===== config.mk =====
export PLATFORM = sky130hd
export DESIGN_NAME = msfe_front
export DESIGN_NICKNAME = d
export VERILOG_FILES = /design/src/rtl/core/msfe_pkg.sv /design/src/rtl/core/msfe_front.sv
export SDC_FILE = /design/constraint.sdc
export NUM_CORES = 1
export LEC_CHECK = 0
export BUFFER_PORTS_ARGS = -buffer_cell sky130_fd_sc_hd__buf_2
export CORE_MARGIN = 5
export CORE_UTILIZATION = 53
export CTS_BUF_LIST = sky130_fd_sc_hd__clkbuf_16
export CTS_CLUSTER_DIAMETER = 30
export CTS_CLUSTER_SIZE = 25
export DETAILED_ROUTE_END_ITERATION = 12
export GPL_TIMING_DRIVEN = 0
export PLACE_DENSITY = 0.79
export REMOVE_ABC_BUFFERS = 1
export SYNTH_ARGS = -nofsm -noshare
export SYNTH_HDL_FRONTEND = slang
export SYNTH_SLANG_ARGS = --single-unit

===== constraint.sdc =====
create_clock -name clock -period 2.3 [get_ports clock]
set_clock_uncertainty 0.15 [all_clocks]
set_input_delay 0.115 -clock clock [delete_from_list [all_inputs] [get_ports clock]]
set_output_delay 0.115 -clock clock [all_outputs]
set_load 0.05 [all_outputs]

===== src/rtl/core/msfe_pkg.sv =====
// Package for the mono stripe frame buffer engine.
// Holds the request/response beat types and the opcode and status codes.
// No dependencies.
package msfe_pkg;

   typedef enum logic [1:0] {
      OP_FILL  = 2'd0,
      OP_OPEN  = 2'd1,
      OP_DATA  = 2'd2,
      OP_FLUSH = 2'd3
   } opcode_type;

   typedef enum logic [1:0] {
      ST_OK      = 2'd0,
      ST_RANGE   = 2'd1,
      ST_NO_RECT = 2'd2,
      ST_SPARE   = 2'd3
   } status_type;

   localparam logic [7:0] CMD_Y = 8'h40;
   localparam logic [7:0] CMD_X = 8'h80;
   localparam int STRIPE_ROWS = 8;

   typedef struct packed {
      logic [1:0] opcode;
      logic       colour_flag;
      logic [6:0] x_first;
      logic [6:0] x_last;
      logic [5:0] y_first;
      logic [5:0] y_last;
      logic [7:0] pixel_bits;
   } req_type;

   typedef struct packed {
      logic [7:0] out_byte;
      logic       out_is_command;
      logic       out_valid;
      logic       out_last;
      logic [1:0] status;
   } rsp_type;

   // Classified item passed from the front end to the back end.
   typedef struct packed {
      req_type    req;
      logic       range_ok;
   } work_type;

endpackage


===== src/rtl/core/msfe_front.sv =====
// Front end: accepts request beats, checks rectangle range, and queues them.
// Depends on msfe_pkg.
module msfe_front #(
   parameter int COLUMNS = 84,
   parameter int ROWS = 48
) (
   input  logic              clock,
   input  logic              reset,
   input  logic              req_push,
   output logic              req_full,
   input  msfe_pkg::req_type req_data,
   output logic              work_valid,
   input  logic              work_take,
   output msfe_pkg::work_type work_data
);

   msfe_pkg::work_type q_ff [2];
   logic [1:0] count_ff, count_in;
   logic       rd_ff, rd_in, wr_ff, wr_in;
   logic       push_ok, take_ok;
   msfe_pkg::work_type item;

   assign req_full = (count_ff == 2'd2);
   assign push_ok = req_push && !req_full;
   assign work_valid = (count_ff != 2'd0);
   assign take_ok = work_take && work_valid;
   assign work_data = q_ff[rd_ff];

   always_comb begin
      item.req = req_data;
      item.range_ok = (req_data.x_first <= req_data.x_last)
         && ({25'd0, req_data.x_last} < COLUMNS)
         && (req_data.y_first <= req_data.y_last)
         && ({26'd0, req_data.y_last} < ROWS);
      count_in = count_ff + {1'b0, push_ok} - {1'b0, take_ok};
      wr_in = wr_ff ^ push_ok;
      rd_in = rd_ff ^ take_ok;
   end

   always_ff @(posedge clock) begin
      if (reset) begin
         count_ff <= 2'd0;
         rd_ff <= 1'b0;
         wr_ff <= 1'b0;
      end else begin
         count_ff <= count_in;
         rd_ff <= rd_in;
         wr_ff <= wr_in;
      end
      if (push_ok) begin
         q_ff[wr_ff] <= item;
      end
   end

endmodule


# Word-level counts from Yosys, hierarchy flattened
# Memories as Yosys holds them, arrays and structs flattened. A register that Yosys moved wholly into a read port is not among the register bits.
# Cells that the tools add are included.
[op_classes]
mux = 3
n_bitwise = 2
add_sub_neg = 2
n_reduce_logical = 7
magnitude_cmp = 4
eq_ne = 1
[ops]
columns = ["op", "count"]
rows = [
  ["$le A7 B7 Y1", 1],
  ["$lt A7 B7 Y1 const B", 1],
  ["$le A6 B6 Y1", 1],
  ["$lt A6 B6 Y1 const B", 1],
  ["$logic_and A1 B1 Y1", 5],
  ["$mux W1", 3],
  ["$add A2 B1 Y2", 1],
  ["$eq A2 B2 Y1 const B", 1],
  ["$reduce_bool A2 Y1", 1],
  ["$sub A2 B1 Y2", 1],
  ["$xor A1 B1 Y1", 2],
  ["$logic_not A1 Y1", 1],
]
[totals]
input_bits = 41
ram_bits = 76
mem_count = 1
register_bits = 4
out_inout_bits = 40
wordCells = 23
[memory_table]
columns = ["memory", "words", "width", "read_ports", "rd_clocked_by_memory_dff", "write_ports", "line_no", "source"]
rows = [
  ["q_ff", 2, 38, 1, 1, 1, "msfe_front.sv:17", "msfe_pkg::work_type q_ff [2];"],
]

# Logic depth before layout (Yosys ltp)
# Gate-level depths: netlist (run 1).
[depth]
ltp_word = 5
depth_mapped = 8
depth_no_buf = 8

# Worst setup path after synthesis (run 1)
# OpenSTA, ideal clock, no wires.
[synth_path]
path_kind = "register -> register"
from = "reg count_ff[0]"
to = "mem q_ff[1][0] in the netlist's numbering (enable)"
path_stages_with_launch = 5
setup_slack_ps = 219
setup_ps = 399
n_path_buf = 0
arrival_time_ps = 1532
period_less_slack_ps = 2081
required_time_ps = 1751
path_cell_list = "dfxtp_1 -> nand2b_1 -> nand2_1 -> inv_1 -> ha_1"
[synth_between]
elab_chain_cells = 5
[synth_lines]
columns = ["item", "line_no", "source"]
rows = [
  ["from (decl)", "msfe_front.sv:18", "logic [1:0] count_ff, count_in;"],
  ["from (signal assigned)", "msfe_front.sv:46", "count_ff <= count_in;"],
  ["$eq A2 B2 Y1", "msfe_front.sv:23", "assign req_full = (count_ff == 2'd2);"],
  ["$logic_not A1 Y1", "msfe_front.sv:24", "assign push_ok = req_push && !req_full;"],
  ["$logic_and A1 B1 Y1", "msfe_front.sv:24", ""],
  ["$mux W1", "msfe_front.sv:50", "if (push_ok) begin"],
  ["$mux W1 (implied by the code)", "msfe_front.sv:51", "q_ff[wr_ff] <= item;"],
  ["to (decl)", "msfe_front.sv:17", ""],
]
# No other way between the ends.

==> results of run 1 <==
registers in the layout, summed over array words and instances (netlist names):
register and cells:
count_ff 2, rd_ff 1, wr_ff 1, q_ff 76
worst max-delay path, stage by stage (launching register included):
cell and delay (ps):
dfxtp_2 680, buf_16 230, mux2_2 350, buf_2 210
layout make-up:
cell class | count | area, um^2
well taps | 75 | 93.84
clock buffers | 9 | 225.2
fillers | 394 | 1473
multi-input cells | 88 | 847.1
repair buffers | 121 | 863.3
clock inverters | 6 | 61.31
inverters | 17 | 63.81
flip-flops and latches | 80 | 2364
kinds of logic (layout without fill, tap and decap cells):
| family | Yosys count | in the layout |
|---|---|---|
| fa+ha+maj | 17 | 17 |
| flops | 80 | 80 |
| buf+inv | 21 | 153 |
| compound gates | 13 | 13 |
| xor+xnor | 3 | 3 |
| mux | 38 | 38 |
| simple gates | 17 | 17 |
power groups by stage:
stage / Combinational (mW) / Sequential [mW] / Clock [mW]
finish: 1.81 / 1.96 / 1.34
global route: 1.92 / 1.98 / 1.45
CTS: 1.84 / 1.96 / 1.37
detailed placement: 1.78 / 1.99 / 0
global placement: 1.64 / 2.02 / 0
floorplan: 1.31 / 1.98 / 0
through the flow:
step / total power, mW / hold slack, ps
6_report: 5.112 / 54.15
5_1_grt: 5.345 / 67.93
4_1_cts: 5.166 / 50.23
3_5_place_dp: 3.766 / 158.4
3_3_place_gp: 3.663 / 152.4
2_1_floorplan: 3.292 / 31.69
metal layers:
layer	GRT usage	routed length, um	vias to the layer above
met5	0	0	-
met4	0.07967	74	0
met3	0.04749	445	9
met2	0.3111	3394	59
met1	0.1858	2394	954
li1	-	-	975
worst paths after layout:
| path | to | slack (ps) | depth (start not counted) |
|---|---|---|---|
| hold / removal | rd_ff | 50 | 4 |
| setup / recovery | work_data[31] | 220 | 3 |
| setup reg to reg | count_ff[1] | 380 | 8 |
| hold reg to reg | count_ff[1] | 400 | 2 |
cell usage after synthesis, drive strengths merged (2+ instances only):
cell type	instances	area [um^2]
nor2b	2	12.51
o21ai	3	15.01
ha	17	212.7
xnor2	2	17.52
mux2	38	427.9
nand2	3	11.26
nand3	2	10.01
inv	17	63.81
a21oi	7	38.79
edfxtp	76	2282
buf	4	22.52
dfxtp	4	80.08
nor2	4	15.01
==> impl_metrics.tcl, run 1 <==
set metrics [dict create \
    status "completed" \
    drt_iter0_drc 88 \
    die_w_um 88.80 \
    layout_commonest_cell "buf_2" \
    ir_drop_mv 0.7629 \
    worstMarginPinSlew_ps 560.2 \
    clk_path_buf_depth 2 \
    fin_tns_setup_ps 0 \
    ys_ff_latch 80 \
    nNetsFinal 375 \
    p_int_mw 3.273 \
    synth_mux_area_frac 0.1300 \
    reg2reg_from "count_ff[1]" \
    layout_common_cells "80 x buf_2, 76 x edfxtp_1, 38 x mux2_2, 38 x dlygate4sd3_1, 17 x inv_1" \
    synth_area_um2 3291 \
    drc 0 \
    synth_ff_type "edfxtp_1" \
    start_util 0.5493 \
    setup_ws_ps 220.0 \
    final-hold-violation-count 0 \
    synthCells 189 \
    drt_wl_total_um 6308 \
    crit_required_ps 2040 \
    io_pins 81 \
    async_flop_share 0 \
    layout-drive-gt1-share 0.4424 \
    grt_pass1_wl_um 9901 \
    yosys_warnings 0 \
    period_minus_slack_ps 2080 \
    antenna_found_initial 0 \
    finalNonFillerCells 396 \
    slew_headroom 0.6265 \
    grt_max_degree 23 \
    grt_usage 0.1722 \
    max_clock_freq_ghz 0.4808 \
    areaGrowthSynthToFinish_pct 37.30 \
    post_cts_resized 0 \
    dp_slack_ps 376.7 \
    finalCritPeriodShare 0.9043 \
    start_kind "flop" \
    cts_root_buf "clkbuf_16" \
    pwr-share-comb 0.354 \
    p_sw_frac 0.3597 \
    cts.sinks 80 \
    synth.avg_cell_area_um2 17.41 \
    synth_simple_gate_area_share 0.02738 \
    die_area_um2 7885 \
    holdBufCountCts 38 \
    worstPathMaxFanout 21 \
    final_area_um2 4518 \
    dpl_cell_area_um2 3851 \
    grt_pass1_vias 2142 \
    clockPowerShare 0.263 \
    port_buffers 80 \
    seqPwrFrac 0.383 \
    htree_levels 3 \
    startpoint "rd_ff" \
    setup_viol 0 \
    utilization 0.7542 \
    die_h_um 88.80 \
    clkLatencyLatePin_ps 320 \
    seq_area_frac_synth 0.7179 \
    fp-row-count 28 \
    crit_path_end_kind "primary output" \
    dr_total_vias 1997 \
    clk_pin_slew_ps 60 \
    rsz0062_at_grt "false" \
    post_drt_wl_per_cell_um 15.93 \
    power.switching_mw 1.839 \
    synth_xor_xnor_area_share 0.007985 \
    cts_tree "yes" \
    cts_buffers 9 \
    viasPerCell 5.043 \
    dp.cells 343 \
    place.gp.congestion 0.7518 \
    path_class "reg2out" \
    worstHoldPathType "in2reg" \
    synth-adder-area-share 0.06464 \
    ant_nets 0 \
    diodes 0 \
    min_from "work_take" \
    synth_edf_count 76 \
    grt_overflow_total 0 \
    cellLeakagePower_nw 1.823 \
    final_max_slew_viol_count 0 \
    synth_compound_area_frac 0.02586 \
    hpwlAfterDp_um 4291 \
    power.density_nw_per_um2 1131 \
    ys_types 26 \
    synth_top_family_by_area "multiplexers" \
    core_area_um2 5991 \
    post_cts_buffers 0 \
    dr.pass1.iters 6 \
    drv_cap 0 \
    worstPathArrival_ps 1810 \
]
(Power assumes the default switching activity.)
==> run 2, diff against run 1 <==
==> config.mk (replaced) <==
export PLATFORM = sky130hd
export DESIGN_NAME = msfe_front
export DESIGN_NICKNAME = d
export VERILOG_FILES = /design/src/rtl/core/msfe_pkg.sv /design/src/rtl/core/msfe_front.sv
export SDC_FILE = /design/constraint.sdc
export NUM_CORES = 1
export LEC_CHECK = 0
export CELL_PAD_IN_SITES_DETAIL_PLACEMENT = 1
export CELL_PAD_IN_SITES_GLOBAL_PLACEMENT = 1
export CORE_MARGIN = 5
export CORE_UTILIZATION = 51
export CTS_BUF_LIST = sky130_fd_sc_hd__clkbuf_16
export CTS_CLUSTER_DIAMETER = 30
export CTS_CLUSTER_SIZE = 25
export DETAILED_ROUTE_END_ITERATION = 12
export DONT_BUFFER_PORTS = 1
export PLACE_DENSITY_LB_ADDON = 0.1
export REMOVE_ABC_BUFFERS = 1
export SYNTH_ARGS = -nofsm -noshare
export SYNTH_HDL_FRONTEND = slang
export SYNTH_SLANG_ARGS = --single-unit
==> run 2 against run 1 <==
Against the previous run: sequential power hardly changed; register-to-register slack worse by 130 ps; utilization is 10 points lower; critical path depth is 5 higher; combinational power is 9.9% lower; total power is 3.4% lower; sequential cell count stayed put; clock-buffer cell count stayed put; global-route usage is 0.11 points higher; hold slack worse by 23 ps.
==> impl_metrics.tcl, run 2 (synthesis gave the netlist of run 1 again) <==
set metrics [dict create \
    cts_root_buf "clkbuf_16" \
    nNetsFinal 298 \
    path_class "reg2reg" \
    critPathTopFamily "simple AND/OR/NAND/NOR gates" \
    die_h_um 90.33 \
    holdBufCountCts 40 \
    drt_wl_total_um 6814 \
    core_area_um2 6314 \
    diodes 0 \
    grt_pass1_wl_um 10660 \
    drv_cap 0 \
    period_minus_slack_ps 2051 \
    r2r_slack_ps 250 \
    post_cts_resized 0 \
    final-hold-violation-count 0 \
    max_clock_freq_ghz 0.4877 \
    cts.sinks 80 \
    start_util 0.5212 \
    dp.cells 266 \
    finalCritPeriodShare 0.8916 \
    finalNonFillerCells 322 \
    cellLeakagePower_nw 1.513 \
    clk_pin_slew_ps 60 \
    viasPerCell 5.556 \
    port_buffers 0 \
    final.fill_count 565 \
    slew_headroom 0.6791 \
    worstPathMaxFanout 3 \
    largest_reg_flops 76 \
    seqCellArea_um2 2364 \
    areaGrowthSynthToFinish_pct 25.44 \
    rsz0062_at_grt "false" \
    dr.pass1.iters 4 \
    crit_chain "or2_2 > and2_1 > ha_1 > inv_1 > ha_1 > xor2_1 > xnor2_1 > nor2_1" \
    start_kind "flop" \
    io_pins 81 \
    ir_drop_mv 0.7837 \
    fp-row-count 29 \
    worstMarginPinSlew_ps 481.3 \
    crit_path_end_kind "flop" \
    drt_iter0_drc 81 \
    crit_buf_inv 1 \
    die_w_um 90.33 \
    grt_overflow_total 0 \
    grt_max_degree 39 \
    ant_nets 0 \
    status "completed" \
    cts_buffers 9 \
    die_area_um2 8159 \
    clk_path_buf_depth 2 \
    multi_input_area_um2 847.1 \
    drc 0 \
    cpPeakStageDelay_ps 340 \
    setup_viol 0 \
    power.density_nw_per_um2 1197 \
    final_max_slew_viol_count 0 \
    grt_pass1_vias 1949 \
    post_drt_wl_per_cell_um 21.16 \
    htree_levels 3 \
    layout-drive-gt1-share 0.2571 \
    post_cts_buffers 0 \
    crit_required_ps 2370 \
    reg_top3 "q_ff (76), count_ff (2)" \
    antenna_found_initial 0 \
    dr_total_vias 1789 \
    crit_slowest_cell "dfxtp_1" \
    place.gp.congestion 0.7111 \
    fin_tns_setup_ps 0 \
    cp_common_cell "ha_1" \
    worstHoldPathType "in2reg" \
    largest-register "q_ff" \
    layout_commonest_cell "edfxtp_1" \
    hpwlAfterDp_um 4122 \
    grt_usage 0.1733 \
    layout_common_cells "76 x edfxtp_1, 40 x dlygate4sd3_1, 38 x mux2_2" \
    clkLatencyLatePin_ps 330 \
    cts_tree "yes" \
    worstPathArrival_ps 2120 \
]
## run 2: cell count changes in the layout (fill, tap and decap cells not counted), moves of 2 or more
cell and delta:
buf_2 -80, buf_12 +3, buf_16 -3, dlygate4sd3_1 +2
## run 2: worst paths after layout
| path | startpoint | end | depth (start not counted) |
|---|---|---|---|
| hold reg to reg | count_ff[1] | count_ff[1] | 2 |
| setup / recovery | count_ff[1] | count_ff[1] | 8 |
| setup reg to reg | count_ff[1] | count_ff[1] | 8 |
| hold / removal | req_data[13] | q_ff[1][0] | 3 |
## run 2: worst register-to-register path, delay by kind of cell, from the launching register on
family	cells	cell delay (ps)
AND/OR/NAND/NOR	3	570
flip-flops	1	340
buffers and inverters	1	70
XOR/XNOR	2	360
adder cells (fa/ha/maj)	2	450
## run 2: per-stage QoR
step / area (um^2) / utilization / power [mW] / setup slack [ps] / hold WS (ps)
final: 4128 / 0.6538 / 4.939 / 249.4 / 31.01
after global routing: 4128 / 0.6538 / 5.152 / 127.8 / 74.80
after CTS: 4128 / 0.6538 / 4.987 / 266.7 / 14.11
after detailed placement: 3438 / 0.5446 / 3.548 / 288.1 / 40.48
after global placement: 3438 / 0.5446 / 3.489 / 429.6 / 32.36
after floorplan: 3268 / - / 3.292 / 218.7 / 31.69
## run 2: report_power, final
part,internal (mW),switching (mW)
clock,0.829,0.531
sequential,1.85,0.101
combinational,0.440,1.19
total,3.12,1.82
## run 2: layout make-up
| type | count | share of cell area |
|---|---|---|
| Multi-Input combinational cell | 88 | 0.2052 |
| Clock buffer | 9 | 0.05456 |
| Tap cell | 77 | 0.02334 |
| Inverter | 17 | 0.01546 |
| Timing Repair Buffer | 44 | 0.1134 |
| Sequential cell | 80 | 0.5726 |
| Clock inverter | 7 | 0.01546 |
## run 2: metal layers
metal,GRT usage,vias to the layer above,share of wire
met5,0,-,0
met1,0.1931,898,0.38
li1,-,816,-
met4,0.07072,0,0.017
met3,0.07167,12,0.077
met2,0.2927,63,0.53
